$ cat src/sv/heading_hold_deviation_unit_assert.svh
// assertion macros shared by the heading hold deviation modules
// needs signals named clk and arst_n in the module that uses them
`ifndef HEADING_HOLD_DEVIATION_UNIT_ASSERT_SVH
`define HEADING_HOLD_DEVIATION_UNIT_ASSERT_SVH

// consequent checked in the same cycle
`define HHD_ASSERT_SAME(label, ante, cons, msg) \
	label: assert property (@(posedge clk) disable iff (!arst_n) (ante) |-> (cons)) \
		else $error(msg);

// consequent checked in the cycle after the antecedent
`define HHD_ASSERT_NEXT(label, ante, cons, msg) \
	label: assert property (@(posedge clk) disable iff (!arst_n) (ante) |=> (cons)) \
		else $error(msg);

`endif

$ cat src/sv/hhd_pkg.sv
// widths, constants and the step control struct of the heading hold deviation unit
// no dependencies
`default_nettype none

package hhd_pkg;

	localparam int ReadingW = 12;
	localparam int TargetW  = 9;
	localparam int ErrW     = 6;
	localparam int DevW     = 8;
	localparam int GainW    = 5;
	localparam int DiffW    = 10;
	localparam int AccW     = 17;

	// shared multiply-add operand and result widths
	localparam int MacAW = 13;
	localparam int MacBW = 14;
	localparam int MacCW = 14;
	localparam int MacW  = 28;

	// floor(r / 15) == ((r + 1) * 4369) >> 16 for r below 4096
	localparam logic signed [MacBW-1:0] Recip15   = 14'sd4369;
	localparam int                      RecipShift = 16;
	localparam logic signed [MacBW-1:0] MinusOne  = -14'sd1;
	localparam logic signed [MacBW-1:0] MulThree  = 14'sd3;

	localparam logic [TargetW-1:0] NoHeading = 9'd255;

	localparam logic signed [DiffW-1:0] WrapHalf = 10'sd120;
	localparam logic signed [DiffW-1:0] WrapTurn = 10'sd240;
	localparam logic signed [DiffW-1:0] ErrLimit = 10'sd20;

	// configuration register indexes
	localparam logic RegEnable = 1'b0;
	localparam logic RegGain   = 1'b1;

	localparam logic [GainW-1:0] GainReset = 5'd16;

	// which step the sequencer is in
	typedef struct packed {
		logic div;
		logic err;
		logic acc1;
		logic acc2;
		logic fin;
	} hhd_step_t;

endpackage

`default_nettype wire

$ cat src/sv/heading_hold_deviation_unit.sv
// top level of the heading hold deviation unit: registers, operand steering, result
// depends on hhd_pkg, hhd_mac, hhd_ctrl and heading_hold_deviation_unit_assert.svh
`default_nettype none

//  channel   signals                                   direction
//  input     in_valid in_ready compass_reading         in, one reading per item
//  output    out_valid out_ready deviation             out, one result per item
//            clamped_error holding
//  config    cfg_we cfg_idx cfg_data                   in, write only, no wait
//
//  an enabled item with a stored target passes from accept through four steps on
//  the shared multiply-add (div, err, acc1, acc2) and then the finish step; a
//  countdown item skips acc1 and acc2, a disabled item goes straight to finish
//  reset is asynchronous and active low; it clears the target to the no heading
//  marker, the deviation to zero and the config to its reset values
//  a result waits in the output register while the next item is taken; the
//  finish step stalls only while that register still holds an untaken result

`include "heading_hold_deviation_unit_assert.svh"

module heading_hold_deviation_unit
	import hhd_pkg::*;
(
	input  wire logic                   clk,
	input  wire logic                   arst_n,
	input  wire logic                   in_valid,
	output logic                        in_ready,
	input  wire logic [ReadingW-1:0]    compass_reading,
	output logic                        out_valid,
	input  wire logic                   out_ready,
	output logic signed [DevW-1:0]      deviation,
	output logic signed [ErrW-1:0]      clamped_error,
	output logic                        holding,
	input  wire logic                   cfg_we,
	input  wire logic                   cfg_idx,
	input  wire logic [GainW-1:0]       cfg_data
);

	// config registers
	logic             enable_q;
	logic [GainW-1:0] gain_q;

	// persistent state
	logic [TargetW-1:0]          target_q;
	logic signed [DevW-1:0]      dev_q;

	// per item working registers
	logic [ReadingW-1:0]         reading_q;
	logic [TargetW-1:0]          heading_q;
	logic signed [ErrW-1:0]      err_q;
	logic signed [DiffW-1:0]     sum_q;

	// finished result waiting for the output register
	logic signed [DevW-1:0]      res_dev_q;
	logic signed [ErrW-1:0]      res_err_q;
	logic                        res_hold_q;

	// output register
	logic                        out_valid_q;
	logic signed [DevW-1:0]      out_dev_q;
	logic signed [ErrW-1:0]      out_err_q;
	logic                        out_hold_q;

	hhd_step_t                   step;
	logic                        accept;
	logic                        countdown;
	logic                        capture;
	logic                        out_free;

	logic signed [MacAW-1:0]     mac_a;
	logic signed [MacBW-1:0]     mac_b;
	logic signed [MacCW-1:0]     mac_c;
	logic signed [MacW-1:0]      mac_res;

	logic signed [ErrW-1:0]      err_new;
	logic signed [DevW-1:0]      dev_new;

	// wrap once into (-120, 120], then clamp to +-20
	function automatic logic signed [ErrW-1:0] wrap_clamp(input logic signed [DiffW-1:0] d);
		logic signed [DiffW-1:0] w;
		logic signed [DiffW-1:0] c;
		if (d <= -WrapHalf) begin
			w = d + WrapTurn;
		end else if (d > WrapHalf) begin
			w = d - WrapTurn;
		end else begin
			w = d;
		end
		if (w < -ErrLimit) begin
			c = -ErrLimit;
		end else if (w > ErrLimit) begin
			c = ErrLimit;
		end else begin
			c = w;
		end
		return c[ErrW-1:0];
	endfunction

	// floor shift by 8 is the upper bits; then saturate to 8 bits signed
	function automatic logic signed [DevW-1:0] shift_sat(input logic signed [AccW-1:0] acc);
		logic signed [AccW-9:0] sh;
		logic signed [DevW-1:0] r;
		sh = acc[AccW-1:8];
		if (sh > 9'sd127) begin
			r = 8'sd127;
		end else if (sh < -9'sd128) begin
			r = -8'sd128;
		end else begin
			r = sh[DevW-1:0];
		end
		return r;
	endfunction

	assign accept    = in_valid && in_ready;
	assign countdown = (target_q > NoHeading);
	assign capture   = (target_q == NoHeading);
	assign out_free  = !out_valid_q || out_ready;

	hhd_ctrl u_ctrl (
		.clk       (clk),
		.arst_n    (arst_n),
		.in_valid  (in_valid),
		.enable    (enable_q),
		.countdown (countdown),
		.out_free  (out_free),
		.in_ready  (in_ready),
		.step      (step)
	);

	// operand steering of the shared multiply-add
	// div:  (reading + 1) * 4369, heading in bits 24:16
	// err:  target - heading, the captured heading stands in for the marker
	// acc1: 3 * deviation + error
	// acc2: sum * 4 * gain
	always_comb begin
		mac_a = '0;
		mac_b = '0;
		mac_c = '0;
		priority if (step.div) begin
			mac_a = {1'b0, reading_q};
			mac_b = Recip15;
			mac_c = Recip15;
		end else if (step.err) begin
			mac_a = {{(MacAW-TargetW){1'b0}}, heading_q};
			mac_b = MinusOne;
			mac_c = {{(MacCW-TargetW){1'b0}}, capture ? heading_q : target_q};
		end else if (step.acc1) begin
			mac_a = {{(MacAW-DevW){dev_q[DevW-1]}}, dev_q};
			mac_b = MulThree;
			mac_c = {{(MacCW-ErrW){err_q[ErrW-1]}}, err_q};
		end else if (step.acc2) begin
			mac_a = {{(MacAW-DiffW){sum_q[DiffW-1]}}, sum_q};
			mac_b = {{(MacBW-GainW-2){1'b0}}, gain_q, 2'b00};
			mac_c = '0;
		end
	end

	hhd_mac u_mac (
		.a   (mac_a),
		.b   (mac_b),
		.c   (mac_c),
		.res (mac_res)
	);

	assign err_new = wrap_clamp(mac_res[DiffW-1:0]);
	assign dev_new = shift_sat(mac_res[AccW-1:0]);

	// config writes, to be made only while idle; the block itself does not enforce it
	always_ff @(posedge clk or negedge arst_n) begin
		if (!arst_n) begin
			enable_q <= 1'b0;
			gain_q   <= GainReset;
		end else if (cfg_we) begin
			unique case (cfg_idx)
				RegEnable: enable_q <= cfg_data[0];
				RegGain:   gain_q   <= cfg_data;
				default:   ;
			endcase
		end
	end

	// target and deviation state
	always_ff @(posedge clk or negedge arst_n) begin
		if (!arst_n) begin
			target_q <= NoHeading;
			dev_q    <= '0;
		end else if (step.err) begin
			if (countdown) begin
				target_q <= target_q - 1'b1;
				dev_q    <= '0;
			end else if (capture) begin
				target_q <= heading_q;
				dev_q    <= '0;
			end
		end else if (step.acc2) begin
			dev_q <= dev_new;
		end
	end

	// working and result registers, no reset needed
	always_ff @(posedge clk) begin
		if (accept) begin
			reading_q <= compass_reading;
			if (!enable_q) begin
				res_dev_q  <= dev_q;
				res_err_q  <= '0;
				res_hold_q <= 1'b0;
			end
		end
		if (step.div) begin
			heading_q <= mac_res[RecipShift +: TargetW];
		end
		if (step.err) begin
			err_q <= err_new;
			if (countdown) begin
				res_dev_q  <= '0;
				res_err_q  <= '0;
				res_hold_q <= 1'b0;
			end
		end
		if (step.acc1) begin
			sum_q <= mac_res[DiffW-1:0];
		end
		if (step.acc2) begin
			res_dev_q  <= dev_new;
			res_err_q  <= err_q;
			res_hold_q <= 1'b1;
		end
	end

	// output register
	always_ff @(posedge clk or negedge arst_n) begin
		if (!arst_n) begin
			out_valid_q <= 1'b0;
		end else if (step.fin && out_free) begin
			out_valid_q <= 1'b1;
		end else if (out_ready) begin
			out_valid_q <= 1'b0;
		end
	end

	always_ff @(posedge clk) begin
		if (step.fin && out_free) begin
			out_dev_q  <= res_dev_q;
			out_err_q  <= res_err_q;
			out_hold_q <= res_hold_q;
		end
	end

	assign out_valid     = out_valid_q;
	assign deviation     = out_dev_q;
	assign clamped_error = out_err_q;
	assign holding       = out_hold_q;

	`HHD_ASSERT_SAME(a_err_range, out_valid, (clamped_error >= -6'sd20) && (clamped_error <= 6'sd20), "clamped error out of range")
	`HHD_ASSERT_SAME(a_idle_err_zero, out_valid && !holding, clamped_error == '0, "error set without holding")

endmodule

`default_nettype wire

$ cat src/sv/hhd_mac.sv
// shared signed multiply-add unit, res = a * b + c
// depends on hhd_pkg
`default_nettype none

module hhd_mac
	import hhd_pkg::*;
(
	input  wire logic signed [MacAW-1:0] a,
	input  wire logic signed [MacBW-1:0] b,
	input  wire logic signed [MacCW-1:0] c,
	output logic signed [MacW-1:0]       res
);

	logic signed [MacAW+MacBW-1:0] prod;

	assign prod = a * b;
	assign res  = {prod[MacAW+MacBW-1], prod} + {{(MacW-MacCW){c[MacCW-1]}}, c};

endmodule

`default_nettype wire

$ cat src/sv/hhd_ctrl.sv
// step sequencer of the heading hold deviation unit
// depends on hhd_pkg and heading_hold_deviation_unit_assert.svh
`default_nettype none

`include "heading_hold_deviation_unit_assert.svh"

module hhd_ctrl
	import hhd_pkg::*;
(
	input  wire logic clk,
	input  wire logic arst_n,
	input  wire logic in_valid,
	input  wire logic enable,
	input  wire logic countdown,
	input  wire logic out_free,
	output logic      in_ready,
	output hhd_step_t step
);

	localparam logic [2:0] SIdle = 3'd0;
	localparam logic [2:0] SDiv  = 3'd1;
	localparam logic [2:0] SErr  = 3'd2;
	localparam logic [2:0] SAcc1 = 3'd3;
	localparam logic [2:0] SAcc2 = 3'd4;
	localparam logic [2:0] SFin  = 3'd5;

	logic [2:0] state_q;
	logic [2:0] state_d;
	logic       accept;

	assign in_ready = (state_q == SIdle);
	assign accept   = in_valid && in_ready;

	always_comb begin
		state_d = state_q;
		unique case (state_q)
			SIdle: if (accept) state_d = enable ? SDiv : SFin;
			SDiv:  state_d = SErr;
			SErr:  state_d = countdown ? SFin : SAcc1;
			SAcc1: state_d = SAcc2;
			SAcc2: state_d = SFin;
			SFin:  if (out_free) state_d = SIdle;
			default: state_d = SIdle;
		endcase
	end

	always_ff @(posedge clk or negedge arst_n) begin
		if (!arst_n) begin
			state_q <= SIdle;
		end else begin
			state_q <= state_d;
		end
	end

	assign step.div  = (state_q == SDiv);
	assign step.err  = (state_q == SErr);
	assign step.acc1 = (state_q == SAcc1);
	assign step.acc2 = (state_q == SAcc2);
	assign step.fin  = (state_q == SFin);

	`HHD_ASSERT_NEXT(a_skip_when_off, accept && !enable, state_q == SFin, "disabled item not sent to finish")
	`HHD_ASSERT_NEXT(a_countdown_fin, step.err && countdown, state_q == SFin, "countdown did not finish")
	`HHD_ASSERT_NEXT(a_acc_fin, step.acc2, state_q == SFin, "smoothing did not finish")

endmodule

`default_nettype wire
$ cat config.mk
export PLATFORM = sky130hd
export DESIGN_NAME = heading_hold_deviation_unit
export DESIGN_NICKNAME = d
export VERILOG_FILES = /design/src/sv/hhd_pkg.sv /design/src/sv/heading_hold_deviation_unit.sv /design/src/sv/hhd_mac.sv /design/src/sv/hhd_ctrl.sv
export VERILOG_INCLUDE_DIRS = /design/src /design/src/sv
export SDC_FILE = /design/constraint.sdc
export NUM_CORES = 1
export LEC_CHECK = 0
export ABC_AREA = 1
export BUFFER_PORTS_ARGS = -buffer_cell sky130_fd_sc_hd__buf_2
export CAP_MARGIN = 20
export CORE_MARGIN = 1
export CORE_UTILIZATION = 25
export CTS_CLUSTER_SIZE = 24
export DETAILED_ROUTE_END_ITERATION = 8
export PLACE_DENSITY = 0.43
export SETUP_SLACK_MARGIN = 0.4
export SYNTH_ARGS = -nofsm -noshare
export SYNTH_HDL_FRONTEND = slang
export SYNTH_SLANG_ARGS = --single-unit
$ cat constraint.sdc
create_clock -name clk -period 10.15 [get_ports clk]
set_clock_uncertainty 0.2 [all_clocks]
set_input_delay 2.03 -clock clk [delete_from_list [all_inputs] [get_ports clk]]
set_output_delay 2.03 -clock clk [all_outputs]
set_load 0.02 [all_outputs]
==> impl_metrics.sql, run 1 <==
INSERT INTO impl_metrics (metric_group, metric, value, unit) VALUES
('clocking', 'cts.repair_timing.setup_buffer_count', '0', ''),
('worst_setup_path', 'reg2regPathDepth', '31', ''),
('floorplanning', 'ios', '40', ''),
('drt', 'initialDrtViolationCount', '507', ''),
('clocking', 'clkSlewWorstSetupHoldPaths', '0.08', 'ns'),
('drt', 'drt.antenna.violating_nets', '0', ''),
('synthesis', 'synth_cell_types', '49', ''),
('worst_setup_path', 'regToRegEndpoint', 'dev_q[6]', ''),
('hold_path', 'start_point_of_the_worst_hold_path', 'res_err_q[5]', ''),
('sta', 'worst-slew-pin-transition', '1.03', 'ns'),
('clocking', 'clock_tree.buffer_depth', '2', ''),
('cells_and_area', 'layout_commonest_cell', 'inv_1', ''),
('clocking', 'cts_repair_resize_count', '0', ''),
('sta', 'final.setup.tns', '0', 'ns'),
('clocking', 'clock-root-buffer', 'clkbuf_16', ''),
('synthesis', 'synthesis.area', '0.0108', 'sq mm'),
('sta', 'hold_viol', '0', ''),
('synthesis', 'synth-seq-cells', '94', ''),
('floorplanning', 'fp.dieArea', '0.0441', 'sq mm'),
('worst_setup_path', 'required', '10.21', 'ns'),
('worst_setup_path', 'regToRegStartpoint', 'u_ctrl.state_q[2]', ''),
('grt', 'grt_start_max_net_pins', '28', ''),
('sta', 'slew_headroom', '31.2', '%'),
('hold_path', 'worstHoldPathCells', '0', ''),
('cells_and_area', 'design.final.nets', '1527', ''),
('worst_setup_path', 'critPathLaunchType', 'flop', ''),
('sta', 'fin_ws', '1.38', 'ns'),
('grt', 'grt.total_usage', '15.2', '%'),
('sta', 'setup_viol_count_final', '0', ''),
('clocking', 'clock-sinks', '94', ''),
('clocking', 'tritoncts', 'yes', ''),
('floorplanning', 'starting_density_of_the_core', '25.6', '%'),
('clocking', 'cts_made_buffers', '9', ''),
('worst_setup_path', 'crit_path_max_fanout', '18', ''),
('clocking', 'cts.hold.buffers_added', '0', ''),
('place', 'dp_hpwl', '27500', 'microns'),
('cells_and_area', 'area_growth', '11.8', '%'),
('drt', 'detail_route.wirelength', '31700', 'microns'),
('grt', 'global_route_overflow', '0', ''),
('place', 'finalWeightedCongestion', '0.894', ''),
('hold_path', 'hp-class', 'reg -> reg', ''),
('grt', 'global_route_wire_length_before_repair', '49800', 'microns'),
('worst_setup_path', 'critical_path.n_buffers_inverters', '9', ''),
('synthesis', 'synth.yosys.seq_area_share', '23.5', '%'),
('worst_setup_path', 'critPathKind', 'reg -> reg', ''),
('synthesis', 'number_of_enable_flip_flop_cells_after_synthesis', '52', ''),
('synthesis', 'ys_warn_count', '0', ''),
('grt', 'number_of_global_route_vias_before_repair', '8382', ''),
('floorplanning', 'chipWidth', '210', 'microns'),
('floorplanning', 'cell_rows', '75', ''),
('worst_setup_path', 'crit_slowest_cell', 'fa_1', ''),
('job', 'max_cap_violations', '0', ''),
('drt', 'firstDrtPassIters', '5', ''),
('floorplanning', 'placeableCoreArea', '0.0423', 'sq mm'),
('cells_and_area', 'layout_common_cells', 'inv_1, nand2_1, fa_1', ''),
('synthesis', 'synth_area_per_cell', '8.94', 'sq um'),
('drt', 'wl_per_cell', '17.2', 'microns'),
('outcome', 'run_status', 'completed', ''),
('worst_setup_path', 'timing.critical_path.max_delay_family', 'adder cells', ''),
('clocking', 'worstSkewPairLatency', '0.38', 'ns'),
('drt', 'detail_route.vias_per_cell', '4.37', ''),
('drt', 'drc_errors', '0', ''),
('floorplanning', 'floorplan.die.height', '210', 'microns'),
('sta', 'layout_min_cycle_time', '8.77', 'ns'),
('cells_and_area', 'insertedDiodeCount', '0', ''),
('worst_setup_path', 'r2r_slack', '1.38', 'ns'),
('sta', 'post-route-period-util', '86.4', '%'),
('synthesis', 'syn_inst', '1211', ''),
('sta', 'maxSlewViolCount', '0', ''),
('cells_and_area', 'drive_above_1_share', '8.12', '%'),
('hold_path', 'worst_hold_end', 'clamped_error[5]', ''),
('synthesis', 'async_flop_share', '28.7', '%'),
('place', 'dpl_worst_slack', '1.45', 'ns'),
('sta', 'max_clock_freq', '0.114', 'GHz'),
('sta', 'setup_repair_after_global_routing_missed_its_margin', 'no', ''),
('clocking', 'h-tree-depth', '3', ''),
('worst_setup_path', 'worst-endpoint-arrival', '8.83', 'ns'),
('worst_setup_path', 'cpPeakStageDelay', '0.67', 'ns'),
('synthesis', 'yosys_most_used_dff', 'edfxtp_1', ''),
('worst_setup_path', 'worst_setup_path_end_kind', 'flop', ''),
('drt', 'vias', '8071', ''),
('grt', 'antenna_found_initial', '0', ''),
('place', 'port_buffers', '39', ''),
('cells_and_area', 'final_util', '28.6', '%'),
('worst_setup_path', 'path_common_cell', 'inv_1', '');
## area by class of cell
class                      count  area (sq um)
timing repair buffer          48           263
clock inverter                 7          90.1
multi-input combinational    820          7160
sequential                    94          2550
inverter                     291          1090
fill                        4520         30200
clock buffer                   9           225
tap                          577           722
## worst register-to-register path: cells and delay by family (launching register included)
family,cells,cell delay [ns]
buf+inv,9,1.40
simple gates,7,1.12
xor+xnor,1,0.27
compound gates,7,1.61
fa+ha+maj,7,3.59
flops,1,0.44
## per-stage QoR
step	std cells	cell area, sq um	hold slack, ns
finish	1846	12100	0.239
global route	1846	12100	0.251
CTS	1846	12100	0.242
detailed placement	1830	11800	0.214
global placement	1830	11800	0.220
floorplan	1218	10800	0.209
## state kept, by name, indices dropped and copies added, names as in the netlist, 3 cells and up
name and flops:
clamped_error 6, dev_q 8, deviation 8, err_q 6
gain_q 5, heading_q 9, reading_q 12, res_dev_q 8
res_err_q 6, sum_q 10, target_q 9, u_ctrl.state_q 3
## cell families after synthesis
family | count (synthesis) | share of synthesized area (%)
xor gates and xnor gates | 33 | 2.84
and+or+nand+nor | 392 | 15.2
AOI/OAI and AO/OA | 142 | 7.79
other | 2 | 0.0694
muxes | 4 | 0.416
buffers and inverters | 304 | 10.6
adders and majority gates | 240 | 39.5
DFF | 94 | 23.5
## worst max-delay path by stage
stage | startpoint | endpoint | slack, ns | cells after the start
6_report | u_ctrl.state_q[2] | dev_q[6] | 1.38 | 31
5_1_grt | u_ctrl.state_q[2] | res_dev_q[6] | 0.77 | 33
4_1_cts | u_ctrl.state_q[2] | dev_q[6] | 1.43 | 33
3_5_place_dp | u_ctrl.state_q[2] | dev_q[6] | 1.45 | 33
3_3_place_gp | u_ctrl.state_q[2] | dev_q[6] | 1.50 | 33
2_1_floorplan | u_ctrl.state_q[2] | err_q[2] | 2.47 | 34
## Yosys cell counts, drive strengths merged (7+ instances only)
cell type  instances  area share [%]
dfstp              9             2.2
dfrtp             18             4.2
nand4              9            0.52
a21oi             41             2.0
xor2              15             1.4
nor2             105             3.7
edfxtp            52              14
nor3               7            0.32
nand3             46             2.2
clkbuf             9            0.31
o21ai             53             2.5
fa               170              31
o211ai            10            0.69
dfxtp             15             2.8
nand2            216             7.9
o221ai             7            0.57
xnor2             18             1.5
inv              287              10
ha                70             8.1
## layer usage
metal | GRT usage [%] | up-vias | routed length, microns
met5 | 0 | - | 0
met4 | 4.83 | 0 | 588
met3 | 1.68 | 26 | 1290
met2 | 25.3 | 197 | 15700
met1 | 20.5 | 4002 | 14100
li1 | - | 3846 | -
Power of run 1 is not shown: default switching activity piles up to over one toggle a cycle in this logic, so the estimate is an artifact.
==> run 2: changes to the inputs <==
--- a/config.mk
+++ b/config.mk
@@ -6,7 +6,6 @@
 export SDC_FILE = /design/constraint.sdc
 export NUM_CORES = 1
 export LEC_CHECK = 0
-export ABC_AREA = 1
 export BUFFER_PORTS_ARGS = -buffer_cell sky130_fd_sc_hd__buf_2
 export CAP_MARGIN = 20
 export CORE_MARGIN = 1
==> run 2 against run 1 <==
Synthesized cell count is 6.7% lower. Hold slack worse by 0.0046 ns. Die area is 0.74% higher. Critical endpoint is now heading_q[7].
==> impl_metrics.sql, run 2 <==
INSERT INTO impl_metrics (metric_group, metric, value, unit) VALUES
('outcome', 'run_status', 'completed', ''),
('synthesis', 'synth_area_leaders', 'fa_1, edfxtp_1, ha_1', ''),
('synthesis', 'synth-compound-area-share', '11.2', '%'),
('grt', 'global_route_overflow', '0', ''),
('synthesis', 'synth-seq-cells', '94', ''),
('clocking', 'tritoncts', 'yes', ''),
('cells_and_area', 'fillers', '4600', ''),
('cells_and_area', 'seq_area', '0.00255', 'sq mm'),
('sta', 'maxSlewViolCount', '0', ''),
('floorplanning', 'floorplan.die.height', '211', 'microns'),
('synthesis', 'synthesis.area', '0.0109', 'sq mm'),
('floorplanning', 'placeableCoreArea', '0.0431', 'sq mm'),
('clocking', 'clock-root-buffer', 'clkbuf_16', ''),
('clocking', 'clock-sinks', '94', ''),
('worst_setup_path', 'cpPeakStageDelay', '0.71', 'ns'),
('synthesis', 'synth_area_per_cell', '9.65', 'sq um'),
('synthesis', 'synth.yosys.seq_area_share', '23.4', '%'),
('drt', 'firstDrtPassIters', '5', ''),
('floorplanning', 'chipWidth', '211', 'microns'),
('cells_and_area', 'area_growth', '11.3', '%'),
('clocking', 'clock_tree.buffer_depth', '2', ''),
('cells_and_area', 'registers.top_by_ff_count', 'reading_q', ''),
('synthesis', 'syn_inst', '1130', ''),
('cells_and_area', 'drive_above_1_share', '9.18', '%'),
('worst_setup_path', 'critPathKind', 'reg -> reg', ''),
('cells_and_area', 'design.final.nets', '1435', ''),
('sta', 'worst-slew-pin-transition', '0.964', 'ns'),
('cells_and_area', 'reg.largest.list', 'reading_q (12), sum_q (10)', ''),
('synthesis', 'synthAdderAreaFrac', '39.2', '%'),
('worst_setup_path', 'crit_path_max_fanout', '20', ''),
('grt', 'antenna_found_initial', '2', ''),
('clocking', 'clkSlewWorstSetupHoldPaths', '0.08', 'ns'),
('clocking', 'worstSkewPairLatency', '0.38', 'ns'),
('place', 'dp_hpwl', '26900', 'microns'),
('synthesis', 'post_synth_xor_area_fraction', '2.65', '%'),
('drt', 'detail_route.wirelength', '31800', 'microns'),
('drt', 'dr_wl_met2', '15700', 'microns'),
('synthesis', 'async_flop_share', '28.7', '%'),
('grt', 'grt.total_usage', '15.0', '%'),
('hold_path', 'hp-class', 'reg -> reg', ''),
('drt', 'vias', '7951', ''),
('worst_setup_path', 'required', '10.05', 'ns'),
('job', 'max_cap_violations', '0', ''),
('floorplanning', 'ios', '40', ''),
('synthesis', 'ys_warn_count', '0', ''),
('clocking', 'cts_made_buffers', '9', ''),
('cells_and_area', 'largest_register_ffs', '12', ''),
('synthesis', 'synth_cell_types', '76', ''),
('worst_setup_path', 'crit_slowest_cell', 'dfrtp_1', ''),
('floorplanning', 'starting_density_of_the_core', '25.3', '%'),
('sta', 'setup_repair_after_global_routing_missed_its_margin', 'no', ''),
('grt', 'grt_start_max_net_pins', '28', ''),
('worst_setup_path', 'worst_setup_path_end_kind', 'flop', ''),
('grt', 'number_of_global_route_vias_before_repair', '8159', ''),
('synthesis', 'synth_top_family_by_area', 'adder cells', ''),
('grt', 'global_route_wire_length_before_repair', '49700', 'microns'),
('worst_setup_path', 'worst-endpoint-arrival', '9.10', 'ns'),
('sta', 'max_clock_freq', '0.109', 'GHz'),
('sta', 'setup_viol_count_final', '0', ''),
('synthesis', 'post_synth_and_or_nand_nor_area_fraction', '13.0', '%'),
('drt', 'detail_route.vias_per_cell', '4.51', ''),
('cells_and_area', 'layout_commonest_cell', 'inv_1', ''),
('cells_and_area', 'multi_input_area', '0.00746', 'sq mm'),
('synthesis', 'yosys_most_used_dff', 'edfxtp_1', ''),
('synthesis', 'number_of_enable_flip_flop_cells_after_synthesis', '52', ''),
('worst_setup_path', 'critPathLaunchType', 'flop', ''),
('sta', 'layout_min_cycle_time', '9.19', 'ns'),
('floorplanning', 'fp.dieArea', '0.0445', 'sq mm'),
('sta', 'hold_viol', '0', ''),
('synthesis', 'yosys.area.top_type_share', '31.2', '%'),
('clocking', 'h-tree-depth', '3', ''),
('drt', 'wl_met3', '1000', 'microns'),
('cells_and_area', 'insertedDiodeCount', '0', ''),
('synthesis', 'most_frequently_used_cell_type_in_the_post_synthesis_netlist', 'inv_1', ''),
('worst_setup_path', 'path_common_cell', 'fa_1', ''),
('sta', 'post-route-period-util', '90.6', '%'),
('drt', 'initialDrtViolationCount', '421', ''),
('sta', 'final.setup.tns', '0', 'ns'),
('synthesis', 'synth_area_leader_cell', 'fa_1', ''),
('floorplanning', 'cell_rows', '76', ''),
('drt', 'route.top_layer_used', 'met4', ''),
('drt', 'drt.antenna.violating_nets', '0', ''),
('synthesis', 'synth.cells.most_frequent', 'inv_1, fa_1, nand2_1, nor2_1, ha_1', ''),
('synthesis', 'post_synth_mux_area_share', '2.00', '%'),
('drt', 'drc_errors', '0', ''),
('clocking', 'cts.repair_timing.setup_buffer_count', '0', ''),
('cells_and_area', 'layout_common_cells', 'inv_1, fa_1, nand2_1', ''),
('drt', 'wl_per_cell', '18.0', 'microns'),
('sta', 'slew_headroom', '35.2', '%'),
('place', 'port_buffers', '39', ''),
('drt', 'met1_length', '14900', 'microns'),
('place', 'finalWeightedCongestion', '0.912', '');
run 2: cell types whose count changed after synthesis, sizes merged, moves of 9 or more:
cell / previous run / this run
nand2: 216 / 108
inv: 287 / 216
nand3: 46 / 13
nand2b: 0 / 17
mux2i: 0 / 15
clkbuf: 9 / 23
a21oi: 41 / 54
nor2b: 0 / 10
a22o: 0 / 9
run 2: through the flow:
stage / std cells / instance area, sq um / hold WS (ns) / util, % / worst slack (ns)
after floorplan: 1137 / 10900 / 0.208 / - / 2.19
after global placement: 1745 / 11800 / 0.216 / 27.5 / 0.782
after detailed placement: 1746 / 11800 / 0.219 / 27.5 / 0.703
after CTS: 1762 / 12100 / 0.238 / 28.2 / 0.657
after global routing: 1762 / 12100 / 0.249 / 28.2 / 0.470
final: 1762 / 12100 / 0.234 / 28.2 / 0.955
run 2: cell families after synthesis:
| kind of cell | after synthesis |
|---|---|
| simple gates | 310 |
| buf+inv | 245 |
| fa+ha+maj | 240 |
| compound gates | 188 |
| flops | 94 |
| xor+xnor | 30 |
| mux | 21 |
| other cells | 2 |
run 2: layer usage:
metal	global-route usage [%]	vias to the layer above
li1	-	3730
met1	21.0	4071
met2	25.5	139
met3	1.49	11
met4	2.37	0
met5	0	-
run 2: cell type report:
class                           count  share of cell area, %
Sequential cell                    94                   21.0
Multi-Input combinational cell    798                   61.5
Clock buffer                       12                   2.12
Clock inverter                      4                  0.237
Timing Repair Buffer               52                   2.44
Inverter                          217                   6.71
Tap cell                          585                   6.03
run 2: path summary, 6_finish.rpt:
check	startpoint	to	slack (ns)	depth (start not counted)
max	u_ctrl.state_q[2]	heading_q[7]	0.96	27
min	res_dev_q[1]	deviation[1]	0.23	0
max reg2reg	u_ctrl.state_q[2]	heading_q[7]	0.96	27
min reg2reg	res_dev_q[1]	deviation[1]	0.23	0
max in group asynchronous	arst_n	gain_q[3]	7.77	1
min in group asynchronous	arst_n	dev_q[2]	1.50	1
run 2: critical path: cells and delay by family (launching register included):
kind / cells / cell delay (ns)
flip-flops: 1 / 0.71
buffers and inverters: 6 / 0.57
adder cells (fa/ha/maj): 7 / 3.60
AO/OA/AOI/OAI: 9 / 2.64
AND/OR/NAND/NOR: 5 / 1.21
run 2: timing repair:
action	CTS	global route
endpoints found under the setup margin	0	9
hold buffers	0	0
resized for setup	0	3
Power of run 2 is left out for the same reason.
==> run 3: changes to the inputs <==
--- a/config.mk
+++ b/config.mk
@@ -7,12 +7,11 @@
 export NUM_CORES = 1
 export LEC_CHECK = 0
 export BUFFER_PORTS_ARGS = -buffer_cell sky130_fd_sc_hd__buf_2
-export CAP_MARGIN = 20
 export CORE_MARGIN = 1
-export CORE_UTILIZATION = 25
+export CORE_UTILIZATION = 60
 export CTS_CLUSTER_SIZE = 24
 export DETAILED_ROUTE_END_ITERATION = 8
-export PLACE_DENSITY = 0.43
+export PLACE_DENSITY_LB_ADDON = 0.1
 export SETUP_SLACK_MARGIN = 0.4
 export SYNTH_ARGS = -nofsm -noshare
 export SYNTH_HDL_FRONTEND = slang
==> run 3 against run 2 <==
Utilization grew 38 points. Die area shrank 58%. Wire length shrank 14%. Non-clock buffer count shrank 1. Sequential cell count is the same. Sequential share of layout area grew 0.87 points. Global-route usage grew 17 points. Register-to-register slack gained 0.11 ns. Cell area shrank 4.0%. Clock-buffer cell count shrank 2. Critical path depth shrank 1. Critical path type unchanged. Critical endpoint unchanged.
==> impl_metrics.sql, run 3 (synthesized netlist as in run 2, its figures left out) <==
INSERT INTO impl_metrics (metric_group, metric, value, unit) VALUES
('cells_and_area', 'fillers', '1423', ''),
('sta', 'slew_headroom', '20.4', '%'),
('grt', 'antenna_found_initial', '0', ''),
('cells_and_area', 'layout_common_cells', 'inv_1, fa_1, nand2_1', ''),
('sta', 'setup_viol_count_final', '0', ''),
('floorplanning', 'fp.dieArea', '0.0187', 'sq mm'),
('grt', 'number_of_global_route_vias_before_repair', '7997', ''),
('worst_setup_path', 'crit_path_max_fanout', '27', ''),
('drt', 'drc_errors', '0', ''),
('cells_and_area', 'registers.top_by_ff_count', 'reading_q', ''),
('cells_and_area', 'multi_input_area', '0.00745', 'sq mm'),
('sta', 'layout_min_cycle_time', '9.08', 'ns'),
('sta', 'setup_repair_after_global_routing_missed_its_margin', 'no', ''),
('outcome', 'run_status', 'completed', ''),
('drt', 'initialDrtViolationCount', '736', ''),
('cells_and_area', 'reg.largest.list', 'reading_q (12), sum_q (10)', ''),
('grt', 'global_route_overflow', '0', ''),
('cells_and_area', 'seq_area', '0.00255', 'sq mm'),
('sta', 'maxSlewViolCount', '0', ''),
('place', 'port_buffers', '39', ''),
('sta', 'hold_viol', '0', ''),
('cells_and_area', 'drive_above_1_share', '8.84', '%'),
('cells_and_area', 'layout_commonest_cell', 'inv_1', ''),
('drt', 'vias', '8160', ''),
('worst_setup_path', 'worst_setup_path_end_kind', 'flop', ''),
('floorplanning', 'chipWidth', '137', 'microns'),
('cells_and_area', 'largest_register_ffs', '12', ''),
('drt', 'route.top_layer_used', 'met4', ''),
('place', 'dp_hpwl', '23100', 'microns'),
('cells_and_area', 'design.final.nets', '1434', ''),
('drt', 'dr_wl_met2', '12400', 'microns'),
('floorplanning', 'floorplan.die.height', '137', 'microns'),
('drt', 'detail_route.wirelength', '27400', 'microns'),
('cells_and_area', 'insertedDiodeCount', '0', ''),
('clocking', 'clock-sinks', '94', ''),
('drt', 'wl_per_cell', '19.6', 'microns'),
('hold_path', 'worstHoldPathCells', '0', ''),
('sta', 'worst-slew-pin-transition', '1.19', 'ns'),
('drt', 'detail_route.vias_per_cell', '5.82', ''),
('floorplanning', 'cell_rows', '48', ''),
('worst_setup_path', 'critPathLaunchType', 'flop', ''),
('clocking', 'h-tree-depth', '3', ''),
('sta', 'max_clock_freq', '0.110', 'GHz'),
('worst_setup_path', 'critPathKind', 'reg -> reg', ''),
('clocking', 'worstSkewPairLatency', '0.35', 'ns'),
('floorplanning', 'ios', '40', ''),
('floorplanning', 'starting_density_of_the_core', '62.2', '%'),
('clocking', 'cts.repair_timing.setup_buffer_count', '0', ''),
('clocking', 'cts_made_buffers', '9', ''),
('job', 'max_cap_violations', '0', ''),
('floorplanning', 'placeableCoreArea', '0.0175', 'sq mm'),
('clocking', 'cts_repair_resize_count', '0', ''),
('clocking', 'clock_tree.buffer_depth', '2', ''),
('drt', 'met1_length', '11700', 'microns'),
('clocking', 'cts.hold.buffers_added', '0', ''),
('grt', 'global_route_wire_length_before_repair', '44000', 'microns'),
('cells_and_area', 'area_growth', '6.91', '%'),
('clocking', 'clock-root-buffer', 'clkbuf_16', ''),
('drt', 'firstDrtPassIters', '5', ''),
('drt', 'wl_met3', '2560', 'microns'),
('clocking', 'clkSlewWorstSetupHoldPaths', '0.07', 'ns'),
('worst_setup_path', 'reg2regPathDepth', '26', ''),
('worst_setup_path', 'required', '10.09', 'ns'),
('sta', 'final.setup.tns', '0', 'ns'),
('hold_path', 'hp-class', 'reg -> reg', ''),
('drt', 'drt.antenna.violating_nets', '0', ''),
('clocking', 'tritoncts', 'yes', ''),
('grt', 'grt_start_max_net_pins', '28', ''),
('worst_setup_path', 'worst-endpoint-arrival', '9.02', 'ns'),
('place', 'finalWeightedCongestion', '0.957', ''),
('sta', 'post-route-period-util', '89.5', '%'),
('grt', 'grt.total_usage', '32.1', '%');
==> run 3: cell count changes in the layout (fill, tap and decap cells not counted), sizes merged <==
cell      delta
clkinvlp     -1
clkinv       +2
inv          +1
clkbuf       -2
buf          -1
==> run 3: critical path: stages (launching register included) <==
cell and delay [ns]:
dfrtp_1 0.52, nor2_1 0.22, and2_1 0.83, nand2_1 0.20, nand2_1 0.37, inv_1 0.22
nand2_1 0.33, nand2_1 0.13, fa_1 0.55, fa_1 0.50, inv_1 0.05, fa_1 0.50
fa_1 0.54, fa_1 0.55, inv_1 0.06, fa_1 0.52, inv_1 0.05, ha_1 0.36
a211o_1 0.28, a211oi_1 0.20, a21boi_0 0.33, o211ai_1 0.20, and2_1 0.19, a41o_1 0.25
o21a_1 0.20, o21a_1 0.17, o311ai_0 0.35
==> run 3: worst paths after layout <==
path / slack [ns] / from / endpoint
max in group asynchronous: 7.79 / arst_n / gain_q[3]
setup / recovery: 1.07 / u_ctrl.state_q[1] / heading_q[7]
min in group asynchronous: 1.51 / arst_n / dev_q[1]
hold / removal: 0.23 / res_dev_q[6] / deviation[6]
hold reg to reg: 0.23 / res_dev_q[6] / deviation[6]
setup reg to reg: 1.07 / u_ctrl.state_q[1] / heading_q[7]
==> run 3: routing by layer <==
metal	vias up	GRT usage, %
met5	-	0
met4	0	10.6
met3	47	7.07
met2	379	47.9
met1	4010	46.5
li1	3724	-
==> run 3: cell type report <==
| class | instances | area share [%] |
|---|---|---|
| Multi-Input combinational cell | 798 | 63.9 |
| Clock buffer | 10 | 1.96 |
| Sequential cell | 94 | 21.9 |
| Tap cell | 225 | 2.41 |
| Timing Repair Buffer | 51 | 2.45 |
| Inverter | 217 | 6.99 |
| Clock inverter | 6 | 0.386 |
==> run 3: per-stage QoR <==
| step | setup slack (ns) | utilization [%] | hold slack [ns] | instances | area, sq um |
|---|---|---|---|---|---|
| 2_1_floorplan | 2.19 | - | 0.208 | 1137 | 10900 |
| 3_3_place_gp | 1.25 | 64.9 | 0.213 | 1385 | 11400 |
| 3_5_place_dp | 1.21 | 64.9 | 0.219 | 1385 | 11400 |
| 4_1_cts | 1.14 | 66.5 | 0.231 | 1401 | 11700 |
| 5_1_grt | 0.600 | 66.5 | 0.247 | 1401 | 11700 |
| 6_report | 1.07 | 66.5 | 0.235 | 1401 | 11700 |
Power of run 3 is left out for the same reason.
